### config.mk
export PLATFORM = sky130hd
export DESIGN_NAME = sleep_session_segmenter
export DESIGN_NICKNAME = d
export VERILOG_FILES = /design/src/rtl/ssseg_pkg.sv /design/src/rtl/ssseg_front.sv /design/src/rtl/ssseg_queue.sv /design/src/rtl/ssseg_back.sv /design/src/rtl/sleep_session_segmenter.sv
export SDC_FILE = /design/constraint.sdc
export NUM_CORES = 1
export LEC_CHECK = 0
export BUFFER_PORTS_ARGS = -buffer_cell sky130_fd_sc_hd__buf_2
export CAP_MARGIN = 20
export CORE_ASPECT_RATIO = 1.75
export CORE_UTILIZATION = 60
export DETAILED_ROUTE_END_ITERATION = 12
export PLACE_DENSITY = 0.8
export SYNTH_ARGS = -nofsm -noshare
export SYNTH_HDL_FRONTEND = slang
export SYNTH_HIERARCHICAL = 1
export SYNTH_SLANG_ARGS = --single-unit
### constraint.sdc
create_clock -name clock -period 26.6 [get_ports clock]
set_input_delay 5.32 -clock clock [delete_from_list [all_inputs] [get_ports clock]]
set_output_delay 5.32 -clock clock [all_outputs]
set_load 0.005 [all_outputs]
### src/rtl/ssseg_pkg.sv
// Package for the sleep session segmenter: constants, codes, types, helpers.
// No dependencies; every other file of the block but assert_macros.svh uses it.
`timescale 1ns / 1ps

package ssseg_pkg;

   // Field widths
   localparam int SUM_BITS      = 32;
   localparam int KIND_BITS     = 4;
   localparam int RAW_BITS      = 8;
   localparam int TIME_PORT_BITS = 32;

   // Time width default and the cap set by the 32-bit timestamp port
   localparam int TIME_BITS_DEF = 32;
   localparam int TIME_BITS_CAP = 32;

   // Depth of the queue between front and back
   localparam int QUEUE_DEPTH = 2;

   // Configuration port
   localparam int CSR_INDEX_BITS = 1;
   localparam int CSR_DATA_BITS  = 32;

   typedef enum logic [CSR_INDEX_BITS-1:0] {
      CSR_MIN_SESSION = 1'b0,
      CSR_MAX_WAKE    = 1'b1
   } csr_index_type;

   localparam logic [CSR_DATA_BITS-1:0] MIN_SESSION_RESET = 32'd300;   // five minutes
   localparam logic [CSR_DATA_BITS-1:0] MAX_WAKE_RESET    = 32'd7200;  // two hours

   // Kind codes
   localparam logic [KIND_BITS-1:0] KIND_NO_CHANGE = 4'd0;
   localparam logic [KIND_BITS-1:0] KIND_LIGHT     = 4'd9;
   localparam logic [KIND_BITS-1:0] KIND_REPEAT    = 4'd10;
   localparam logic [KIND_BITS-1:0] KIND_DEEP      = 4'd11;

   // Operation codes
   localparam logic OP_SAMPLE = 1'b0;
   localparam logic OP_FLUSH  = 1'b1;

   // Classified word handed from front to back
   typedef struct packed {
      logic flush;
      logic light;
      logic deep;
   } class_type;

   // Saturating add of two sums
   function automatic logic [SUM_BITS-1:0] sat_add(input logic [SUM_BITS-1:0] a,
                                                   input logic [SUM_BITS-1:0] b);
      logic [SUM_BITS:0] s;
      s = {1'b0, a} + {1'b0, b};
      sat_add = s[SUM_BITS] ? {SUM_BITS{1'b1}} : s[SUM_BITS-1:0];
   endfunction

endpackage

### src/rtl/ssseg_front.sv
// Front end of the sleep session segmenter: accepts words and resolves kind codes.
// Depends on ssseg_pkg.
`timescale 1ns / 1ps

module ssseg_front #(
   parameter int TW = ssseg_pkg::TIME_BITS_DEF
) (
   input  logic                                  clock,
   input  logic                                  reset,
   input  logic                                  req_valid,
   output logic                                  req_stall,
   input  logic                                  req_op,
   input  logic [ssseg_pkg::TIME_PORT_BITS-1:0]  req_sample_time,
   input  logic [ssseg_pkg::RAW_BITS-1:0]        req_activity,
   input  logic                                  q_full,
   output logic                                  q_push,
   output ssseg_pkg::class_type                  q_class,
   output logic [TW-1:0]                         q_time
);

   logic [ssseg_pkg::KIND_BITS-1:0] last_kind_ff, last_kind_in;
   logic [ssseg_pkg::KIND_BITS-1:0] kind;
   logic [ssseg_pkg::KIND_BITS-1:0] eff_kind;
   logic                            is_repeat;

   // Stall only when the queue has no room
   assign req_stall = q_full;
   assign q_push    = req_valid && !q_full;

   // Resolve repeat codes against the last real kind
   always_comb begin
      kind      = req_activity[ssseg_pkg::KIND_BITS-1:0];
      is_repeat = (kind == ssseg_pkg::KIND_NO_CHANGE) || (kind == ssseg_pkg::KIND_REPEAT);
      eff_kind  = is_repeat ? last_kind_ff : kind;
      last_kind_in = last_kind_ff;
      if (q_push && (req_op == ssseg_pkg::OP_SAMPLE) && !is_repeat) begin
         last_kind_in = kind;
      end
   end

   // Build the classified word
   always_comb begin
      q_class.flush = (req_op == ssseg_pkg::OP_FLUSH);
      q_class.light = (eff_kind == ssseg_pkg::KIND_LIGHT);
      q_class.deep  = (eff_kind == ssseg_pkg::KIND_DEEP);
      q_time        = req_sample_time[TW-1:0];
   end

   // Last real kind persists across windows
   always_ff @(posedge clock) begin
      if (reset) begin
         last_kind_ff <= '0;
      end else begin
         last_kind_ff <= last_kind_in;
      end
   end

endmodule

### src/rtl/ssseg_queue.sv
// Short queue of classified words between front and back of the segmenter.
// Depends on ssseg_pkg.
`timescale 1ns / 1ps

module ssseg_queue #(
   parameter int TW = ssseg_pkg::TIME_BITS_DEF
) (
   input  logic                  clock,
   input  logic                  reset,
   input  logic                  push,
   input  ssseg_pkg::class_type  push_class,
   input  logic [TW-1:0]         push_time,
   output logic                  full,
   output logic                  not_empty,
   input  logic                  pop,
   output ssseg_pkg::class_type  pop_class,
   output logic [TW-1:0]         pop_time
);

   localparam int DEPTH   = ssseg_pkg::QUEUE_DEPTH;
   localparam int PTR_W   = (DEPTH > 1) ? $clog2(DEPTH) : 1;
   localparam int CNT_W   = $clog2(DEPTH + 1);
   localparam logic [PTR_W-1:0] PTR_LAST = PTR_W'(DEPTH - 1);
   localparam logic [CNT_W-1:0] CNT_FULL = CNT_W'(DEPTH);

   ssseg_pkg::class_type class_mem [DEPTH];
   logic [TW-1:0]        time_mem  [DEPTH];

   logic [PTR_W-1:0] wr_ptr_ff, wr_ptr_in;
   logic [PTR_W-1:0] rd_ptr_ff, rd_ptr_in;
   logic [CNT_W-1:0] count_ff, count_in;

   assign full      = (count_ff == CNT_FULL);
   assign not_empty = (count_ff != '0);
   assign pop_class = class_mem[rd_ptr_ff];
   assign pop_time  = time_mem[rd_ptr_ff];

   // Advance pointers and count
   always_comb begin
      wr_ptr_in = wr_ptr_ff;
      rd_ptr_in = rd_ptr_ff;
      count_in  = count_ff;
      if (push) begin
         wr_ptr_in = (wr_ptr_ff == PTR_LAST) ? '0 : wr_ptr_ff + 1'b1;
      end
      if (pop) begin
         rd_ptr_in = (rd_ptr_ff == PTR_LAST) ? '0 : rd_ptr_ff + 1'b1;
      end
      if (push && !pop) begin
         count_in = count_ff + 1'b1;
      end else if (pop && !push) begin
         count_in = count_ff - 1'b1;
      end
   end

   always_ff @(posedge clock) begin
      if (reset) begin
         wr_ptr_ff <= '0;
         rd_ptr_ff <= '0;
         count_ff  <= '0;
      end else begin
         wr_ptr_ff <= wr_ptr_in;
         rd_ptr_ff <= rd_ptr_in;
         count_ff  <= count_in;
      end
   end

   // Store the incoming word
   always_ff @(posedge clock) begin
      if (push) begin
         class_mem[wr_ptr_ff] <= push_class;
         time_mem[wr_ptr_ff]  <= push_time;
      end
   end

endmodule

### src/rtl/ssseg_back.sv
// Back end of the segmenter: session state, sums, report check, result and configuration registers.
// Depends on ssseg_pkg.
`timescale 1ns / 1ps

module ssseg_back #(
   parameter int TW = ssseg_pkg::TIME_BITS_DEF
) (
   input  logic                                 clock,
   input  logic                                 reset,
   input  logic                                 csr_write,
   input  logic [ssseg_pkg::CSR_INDEX_BITS-1:0] csr_index,
   input  logic [ssseg_pkg::CSR_DATA_BITS-1:0]  csr_data,
   input  logic                                 q_not_empty,
   output logic                                 q_pop,
   input  ssseg_pkg::class_type                 q_class,
   input  logic [TW-1:0]                        q_time,
   output logic                                 rsp_valid,
   input  logic                                 rsp_stall,
   output logic [ssseg_pkg::SUM_BITS-1:0]       rsp_session_start,
   output logic [ssseg_pkg::SUM_BITS-1:0]       rsp_session_end,
   output logic [ssseg_pkg::SUM_BITS-1:0]       rsp_light_seconds,
   output logic [ssseg_pkg::SUM_BITS-1:0]       rsp_deep_seconds
);

   localparam int SB = ssseg_pkg::SUM_BITS;

   // Configuration
   logic [SB-1:0] min_ff, max_ff;

   // Window state
   logic          open_ff, open_in;
   logic [TW-1:0] prev_ff, prev_in;
   logic [TW-1:0] start_ff, start_in;
   logic [TW-1:0] stop_ff, stop_in;
   logic [SB-1:0] light_ff, light_in;
   logic [SB-1:0] deep_ff, deep_in;
   logic [SB-1:0] wake_ff, wake_in;

   // Result register
   logic          rsp_valid_ff, rsp_valid_in;
   logic [SB-1:0] rsp_start_ff, rsp_stop_ff, rsp_light_ff, rsp_deep_ff;

   logic          qualify;
   logic          report;
   logic          sleep;
   logic [TW-1:0] dur;
   logic [SB-1:0] dur_sum;
   logic [SB-1:0] wake_sum;
   logic          load;

   // Take a word whenever the result register is free or being drained
   assign q_pop = q_not_empty && (!rsp_valid_ff || !rsp_stall);
   assign load  = q_pop && report;

   // Light plus deep must exceed the minimum
   assign qualify = ({1'b0, light_ff} + {1'b0, deep_ff}) > {1'b0, min_ff};

   // Interval from the previous sample, zero when time runs backwards
   assign dur      = (q_time >= prev_ff) ? (q_time - prev_ff) : '0;
   assign dur_sum  = SB'(dur);
   assign wake_sum = ssseg_pkg::sat_add(wake_ff, dur_sum);
   assign sleep    = q_class.light || q_class.deep;

   // Update window state for the word at the head of the queue
   always_comb begin
      open_in  = open_ff;
      prev_in  = prev_ff;
      start_in = start_ff;
      stop_in  = stop_ff;
      light_in = light_ff;
      deep_in  = deep_ff;
      wake_in  = wake_ff;
      report   = 1'b0;
      if (q_pop) begin
         if (q_class.flush) begin
            report   = qualify;
            open_in  = 1'b0;
            prev_in  = '0;
            start_in = '0;
            stop_in  = '0;
            light_in = '0;
            deep_in  = '0;
            wake_in  = '0;
         end else begin
            if (sleep) begin
               if (!open_ff) begin
                  open_in  = 1'b1;
                  start_in = q_time;
               end
               stop_in = q_time;
               wake_in = '0;
            end
            if (prev_ff != '0) begin
               if (q_class.light) begin
                  light_in = ssseg_pkg::sat_add(light_ff, dur_sum);
               end else if (q_class.deep) begin
                  deep_in = ssseg_pkg::sat_add(deep_ff, dur_sum);
               end else begin
                  wake_in = wake_sum;
                  // Close the session after too much wake time
                  if (open_ff && (wake_sum > max_ff)) begin
                     report   = qualify;
                     open_in  = 1'b0;
                     start_in = '0;
                     stop_in  = '0;
                     light_in = '0;
                     deep_in  = '0;
                  end
               end
            end
            prev_in = q_time;
         end
      end
   end

   // Hold a result until taken, load a new one on a report
   always_comb begin
      rsp_valid_in = rsp_valid_ff;
      if (rsp_valid_ff && !rsp_stall) begin
         rsp_valid_in = 1'b0;
      end
      if (load) begin
         rsp_valid_in = 1'b1;
      end
   end

   always_ff @(posedge clock) begin
      if (reset) begin
         open_ff      <= 1'b0;
         prev_ff      <= '0;
         start_ff     <= '0;
         stop_ff      <= '0;
         light_ff     <= '0;
         deep_ff      <= '0;
         wake_ff      <= '0;
         rsp_valid_ff <= 1'b0;
      end else begin
         open_ff      <= open_in;
         prev_ff      <= prev_in;
         start_ff     <= start_in;
         stop_ff      <= stop_in;
         light_ff     <= light_in;
         deep_ff      <= deep_in;
         wake_ff      <= wake_in;
         rsp_valid_ff <= rsp_valid_in;
      end
   end

   // Result payload
   always_ff @(posedge clock) begin
      if (load) begin
         rsp_start_ff <= SB'(start_ff);
         rsp_stop_ff  <= SB'(stop_ff);
         rsp_light_ff <= light_ff;
         rsp_deep_ff  <= deep_ff;
      end
   end

   // Configuration registers
   always_ff @(posedge clock) begin
      if (reset) begin
         min_ff <= ssseg_pkg::MIN_SESSION_RESET;
         max_ff <= ssseg_pkg::MAX_WAKE_RESET;
      end else if (csr_write) begin
         case (csr_index)
            ssseg_pkg::CSR_MIN_SESSION: begin
               min_ff <= csr_data;
            end
            ssseg_pkg::CSR_MAX_WAKE: begin
               max_ff <= csr_data;
            end
            default: begin
            end
         endcase
      end
   end

   assign rsp_valid         = rsp_valid_ff;
   assign rsp_session_start = rsp_start_ff;
   assign rsp_session_end   = rsp_stop_ff;
   assign rsp_light_seconds = rsp_light_ff;
   assign rsp_deep_seconds  = rsp_deep_ff;

endmodule

### src/rtl/sleep_session_segmenter.sv
// Sleep session segmenter: request channel of samples and flushes, result
// channel of reported sessions, two configuration registers.
// Channels: req_ carries op, sample_time and activity; a word is taken when
//   req_valid is high and req_stall is low. rsp_ carries one session word
//   when a closing session or a flush finds enough sleep; it is taken when
//   rsp_valid is high and rsp_stall is low.
// Configuration: csr_write with csr_index 0 (minimum session seconds) or
//   1 (maximum wake seconds) and csr_data; write only while idle.
// Throughput: one word per cycle while rsp_stall is low. The front resolves the kind
//   in the accepting cycle and pushes into a two-entry queue; the back
//   takes one queued word per cycle unless stalled, loading results on a report.
// Path: an accepted word is written into the queue; the back pops it from
//   there and, on a report, loads the result register that drives rsp_valid.
// Stall: while rsp_stall holds a result, the back stops and the queue
//   fills; req_stall rises once both queue entries are taken.
// Reset: synchronous, active high; clears all window state and the last
//   real kind, loads 300 and 7200 into the registers, empties the queue.
// Depends on ssseg_pkg, ssseg_front, ssseg_queue and ssseg_back.
`timescale 1ns / 1ps

module sleep_session_segmenter #(
   parameter int TIME_BITS = ssseg_pkg::TIME_BITS_DEF
) (
   input  logic                                 clock,
   input  logic                                 reset,
   input  logic                                 csr_write,
   input  logic [ssseg_pkg::CSR_INDEX_BITS-1:0] csr_index,
   input  logic [ssseg_pkg::CSR_DATA_BITS-1:0]  csr_data,
   input  logic                                 req_valid,
   output logic                                 req_stall,
   input  logic                                 req_op,
   input  logic [ssseg_pkg::TIME_PORT_BITS-1:0] req_sample_time,
   input  logic [ssseg_pkg::RAW_BITS-1:0]       req_activity,
   output logic                                 rsp_valid,
   input  logic                                 rsp_stall,
   output logic [ssseg_pkg::SUM_BITS-1:0]       rsp_session_start,
   output logic [ssseg_pkg::SUM_BITS-1:0]       rsp_session_end,
   output logic [ssseg_pkg::SUM_BITS-1:0]       rsp_light_seconds,
   output logic [ssseg_pkg::SUM_BITS-1:0]       rsp_deep_seconds
);

   // Stored time width: timestamps wrap at TIME_BITS, capped at the 32 bits the port holds
   localparam int TW = (TIME_BITS < ssseg_pkg::TIME_BITS_CAP) ? TIME_BITS
                                                            : ssseg_pkg::TIME_BITS_CAP;

   logic                 q_full;
   logic                 q_push;
   logic                 q_not_empty;
   logic                 q_pop;
   ssseg_pkg::class_type push_class;
   ssseg_pkg::class_type pop_class;
   logic [TW-1:0]        push_time;
   logic [TW-1:0]        pop_time;

   ssseg_front #(.TW(TW)) u_front (
      .clock           (clock),
      .reset           (reset),
      .req_valid       (req_valid),
      .req_stall       (req_stall),
      .req_op          (req_op),
      .req_sample_time (req_sample_time),
      .req_activity    (req_activity),
      .q_full          (q_full),
      .q_push          (q_push),
      .q_class         (push_class),
      .q_time          (push_time)
   );

   ssseg_queue #(.TW(TW)) u_queue (
      .clock      (clock),
      .reset      (reset),
      .push       (q_push),
      .push_class (push_class),
      .push_time  (push_time),
      .full       (q_full),
      .not_empty  (q_not_empty),
      .pop        (q_pop),
      .pop_class  (pop_class),
      .pop_time   (pop_time)
   );

   ssseg_back #(.TW(TW)) u_back (
      .clock             (clock),
      .reset             (reset),
      .csr_write         (csr_write),
      .csr_index         (csr_index),
      .csr_data          (csr_data),
      .q_not_empty       (q_not_empty),
      .q_pop             (q_pop),
      .q_class           (pop_class),
      .q_time            (pop_time),
      .rsp_valid         (rsp_valid),
      .rsp_stall         (rsp_stall),
      .rsp_session_start (rsp_session_start),
      .rsp_session_end   (rsp_session_end),
      .rsp_light_seconds (rsp_light_seconds),
      .rsp_deep_seconds  (rsp_deep_seconds)
   );

endmodule

[Word level (Yosys, flattened, before mapping)]
Memory sizes are Yosys's and may differ from the RTL's. A register that Yosys moved wholly into a read port is not among the register bits.
Cells that the tools add are included.
Cells by class
  $add $sub $neg: 9
  order comparisons: 3
  eq/ne operators: 6
  multiplexer cells: 57
  bitwise operators: 2
  reduce and logical (&&, ||, !) cells: 30
Operator list (number)
  $mux W32: 32
  $add A32 B32 Y33: 4
  $gt A33 B32 Y1: 1
  $ge A32 B32 Y1: 1
  $gt A32 B32 Y1: 1
  $reduce_bool A32 Y1: 1
  $sub A32 B32 Y32: 1
  $mux W1: 22
  $eq A4 B4 Y1 const B: 3
  $logic_and A1 B1 Y1: 9
  $reduce_and A4 Y1: 2
  $reduce_bool A2 Y1: 4
  $logic_not A1 Y1: 6
  $reduce_bool A3 Y1: 2
  $logic_not A4 Y1: 1
  $mux W2: 2
  $mux W4: 1
  $reduce_and A2 Y1: 2
  $logic_or A1 B1 Y1: 3
  $ne A3 B2 Y1 const B: 1
  $add A1 B1 Y1 const B: 2
  $add A2 B1 Y2 const B: 1
  $eq A2 B2 Y1 const B: 1
  $ne A2 B2 Y1 const B: 1
  other kinds (2): 3
Storage, ports and cells
  flip-flop bits (word level): 394
  memory bits (writable): 70
  input bits: 79
  output and inout port bits: 130
  word-level logic and storage cells: 127
  memories: 2
Memory list
  u_queue.time_mem: depth 2, bits a word 32, rd ports 1, clocked after Yosys merged registers in 1, write ports 1, line ssseg_queue.sv:27  | logic [TW-1:0] time_mem [DEPTH];
  u_queue.class_mem: depth 2, bits a word 3, rd ports 1, clocked after Yosys merged registers in 1, write ports 1, line ssseg_queue.sv:26  | ssseg_pkg::class_type class_mem [DEPTH];

[Depth between registers and ports, before layout]
  depth in word-level cells: 14
  gate-level depth with buffers: 44
  depth with buffers taken out: 38

[Cells and area by module]
The synthesis kept the hierarchy.
Modules (own cells, without submodules)
  ssseg_back: instances 1, cells each 2709, area an instance 23289.8 sq um, sequential area each 9008.6 sq um
  ssseg_queue: instances 1, cells each 131, area an instance 2745.1 sq um, sequential area each 2202.1 sq um
  ssseg_front: instances 1, cells each 69, area an instance 566.8 sq um, sequential area each 80.1 sq um

[Least setup slack after synthesis]
No wires, ideal clock.
  kind: reg2reg
  from: reg with a tool-made name
  to: reg u_back.rsp_deep_ff[0] (netlist: u_back/rsp_deep_seconds[0]), enable pin
  library setup time: 0.692 ns
  data arrival time: 13.420 ns
  required time: 25.908 ns
  slack: 12.488 ns
  stages on the path, launching flop included: 38
  clock period less this slack: 14.112 ns
  cell sequence: dfxtp_1 -> buf_2 -> buf_6 -> mux2_2 -> inv_1 -> ha_1 -> inv_1 -> fa_1 -> nand3_1 -> nand3_1 -> a22o_1 -> o21a_4 -> nor2_1 -> clkbuf_1 -> clkbuf_1 -> nor2_1 -> ha_1 -> a21o_1 -> [2 not listed] -> a21oi_1 -> o21ai_0 -> a311o_1 -> nor2_1 -> o22ai_1 -> o41a_1 -> xnor2_1 -> nand2_1 -> ha_1 -> nand4_1 -> nor4_1 -> nand4_1 -> a21oi_1 -> nor2_1 -> nand4bb_1 -> a31o_1 -> nand2_1 -> a31oi_1
RTL lines
  to (signal assigned): line ssseg_back.sv:155  | rsp_deep_ff <= deep_ff;
  to (decl): line ssseg_back.sv:41  | logic [SB-1:0] rsp_start_ff, rsp_stop_ff, rsp_light_ff, rsp_deep_ff;

==> flow_metrics.tcl <==
set metrics [dict create \
    outcome "completed" \
    gp_congestion 0.956 \
    number_of_antenna_violations_at_the_first_check_in_global_routing 0 \
    setup_total_negative_slack_ns 0 \
    largest_register "u_queue/time_mem" \
    cts_sinks 465 \
    grt_remaining_overflow 0 \
    areaGrowthSynthToFinish_pct 10.3 \
    first_pass_iters 8 \
    slack_of_the_critical_path_ns 14.85 \
    stages_on_the_worst_setup_path 36 \
    cp.arrival_ns 11.93 \
    die_area_mm2 0.0452 \
    worst_path_fanout_max 81 \
    hold_violations 0 \
    cpPeakStageDelay_ns 0.83 \
    final-instance-count-excl-fill 3637 \
    detailroute.via_count 22400 \
    synthDominantAreaCellType "sky130_fd_sc_hd__edfxtp_1" \
    drtIter0Drc 1538 \
    cts-root-to-sink-buffers 3 \
    gr-usage-all-layers_pct 35.0 \
    drv_slew 0 \
    diodes 0 \
    synthesis.nets 3213 \
    critPathLaunchType "flip-flop" \
    wire_per_inst_um 22.0 \
    hp-class "reg -> reg" \
    first_global_vias 22100 \
    root_buffer_selected_by_cts "sky130_fd_sc_hd__clkbuf_16" \
    tritoncts.num_buffers 42 \
    post-layout-total-power_mw 3.74 \
    io_buffer_count 204 \
    timing.clock.skew_ns 0.0315 \
    place.detailed.hpwl_mm 61.1 \
    final_util_pct 67.3 \
    largest_register_ffs 64 \
    grt_setup_unrepaired "false" \
    worst_skew_pair.late_latency_ns 0.57 \
    synth_enable_flop_cells 198 \
    synthDistinctLibCells 90 \
    dpl.cell_count 3556 \
    async_sr_flop_fraction_pct 0 \
    drive_gt1_share_pct 12.7 \
    core_area_mm2 0.0436 \
    cts.hold.buffers_added 0 \
    start_util_pct 61.0 \
    cap_viol_max_count 0 \
    ys_seq_elements 465 \
    post_cts.repair.setup_buffers 0 \
    endpoint_kind "flip-flop" \
    n_fill_cell 3503 \
    cts_tree "built" \
    layout.cells.most_common "sky130_fd_sc_hd__nand2_1" \
    grt_start_max_net_pins 85 \
    power.leakage_nw 12.5 \
    ioPinCount 209 \
    drt.antenna.violating_nets 0 \
    std_cell_rows 101 \
    synth.cell_area_mm2 0.0266 \
    min-delay-start "u_back/start_ff[16]" \
    cell_types_occupying_the_most_area_after_synthesis "sky130_fd_sc_hd__edfxtp_1 22%, sky130_fd_sc_hd__dfxtp_1 20%, sky130_fd_sc_hd__ha_1 10%" \
    whs_path_depth 0 \
    critical_path_class "reg -> reg" \
    critical_path.top_delay_family "compound AO/OA/AOI/OAI gates" \
    die_width_um 161 \
    cp.buffers_inverters 4 \
    synth.avg_cell_area_um2 9.14 \
    critical_path.most_common_cell "sky130_fd_sc_hd__a21oi_1" \
    drc 0 \
    drt-total-wl_mm 80.1 \
    critical-path-slowest-cell "sky130_fd_sc_hd__o21a_1" \
    synth_warnings 6 \
    design.final.nets 3341 \
    ir_worst_vdd_mv 0.0842 \
    fmaxAchievable_mhz 85.1 \
    cp_data_required_time_ns 26.78 \
    synth_top_flop_cell "sky130_fd_sc_hd__dfxtp_1" \
    worstMarginPinSlew_ns 1.23 \
    grt_first_pass_wirelength_mm 121 \
    synth_top_area_share_pct 22.4 \
    htree_num_levels 2 \
    route.detailed.vias_per_inst 6.15 \
    clk_pin_slew_ns 0.08 \
    postCtsResizedCells 0 \
    pwr_density_cell_mw_per_mm2 127 \
    multi_input_area_mm2 0.0141 \
    placement_setup_slack_ns 14.87 \
    die_height_um 281 \
    timing.final.crit_period_ns 11.75 \
    slew_headroom_pct 18.0 \
    final_cell_mix "432 x sky130_fd_sc_hd__nand2_1, 371 x sky130_fd_sc_hd__a21oi_1, 267 x sky130_fd_sc_hd__dfxtp_1" \
    synthesis.instances 2909 \
    layout.area.seq_mm2 0.0113 \
    report.final.setup_viol 0 \
    reg2regPathDepth 36 \
    min_period_over_period_pct 44.2 \
    synth-seq-area-share_pct 42.4 \
]
-- path summary, 6_finish.rpt --
kind / end / slack, ns
max: u_back/rsp_session_end[25] / 14.85
min: u_back/rsp_session_start[16] / 0.43
max reg2reg: u_back/rsp_session_end[25] / 14.85
min reg2reg: u_back/rsp_session_start[16] / 0.43
-- power by group --
part           internal [mW]  leakage [nW]  switching [mW]
combinational          0.734          7.79            1.39
sequential             0.908          4.03          0.0829
clock                  0.342         0.702           0.280
-- final cells by class --
type	instances	area share, %
Clock buffer	54	4.20
Multi-Input combinational cell	2156	48.2
Sequential cell	465	38.5
Tap cell	566	2.41
Timing Repair Buffer	232	4.31
Clock inverter	24	0.644
Inverter	140	1.79
-- per-layer routing --
| layer | vias up | wire [um] | GRT usage [%] |
|---|---|---|---|
| met2 | 805 | 39700 | 62.5 |
| met3 | 282 | 4350 | 5.28 |
| met4 | 0 | 7630 | 29.1 |
| met1 | 10600 | 28500 | 35.8 |
| met5 | - | 0 | 0 |
| li1 | 10700 | - | - |
-- synth_stat cells (23+ instances only) --
library cell / number
sky130_fd_sc_hd__a21o_1: 121
sky130_fd_sc_hd__a22o_1: 28
sky130_fd_sc_hd__ha_1: 222
sky130_fd_sc_hd__and3_1: 23
sky130_fd_sc_hd__o21ai_0: 81
sky130_fd_sc_hd__nor3_1: 38
sky130_fd_sc_hd__mux2_2: 35
sky130_fd_sc_hd__nand4_1: 40
sky130_fd_sc_hd__dfxtp_1: 267
sky130_fd_sc_hd__nand2_1: 432
sky130_fd_sc_hd__clkbuf_1: 93
sky130_fd_sc_hd__a31oi_1: 24
sky130_fd_sc_hd__inv_1: 140
sky130_fd_sc_hd__edfxtp_1: 198
sky130_fd_sc_hd__nand3b_1: 38
sky130_fd_sc_hd__buf_4: 38
sky130_fd_sc_hd__a21oi_1: 371
sky130_fd_sc_hd__xor2_1: 56
sky130_fd_sc_hd__nand2b_1: 33
sky130_fd_sc_hd__xnor2_1: 73
sky130_fd_sc_hd__o21bai_1: 35
sky130_fd_sc_hd__nor2_1: 151
sky130_fd_sc_hd__nand3_1: 44
sky130_fd_sc_hd__o21ai_1: 45
-- per-stage QoR --
stage | cell area (um2) | hold WS (ns)
floorplan | 26600 | 0.408
global placement | 27900 | 0.411
detailed placement | 27900 | 0.415
CTS | 29300 | 0.434
global route | 29300 | 0.443
finish | 29300 | 0.433
-- cells by family after synthesis --
logic type      Yosys count  synth area share, %
compound gates          852                 20.2
xor+xnor                129                 4.25
fa+ha+maj               228                 10.8
buf+inv                 288                 4.74
flops                   465                 42.4
mux                      46                 1.90
simple gates            901                 15.7
(Power assumes the default switching activity.)
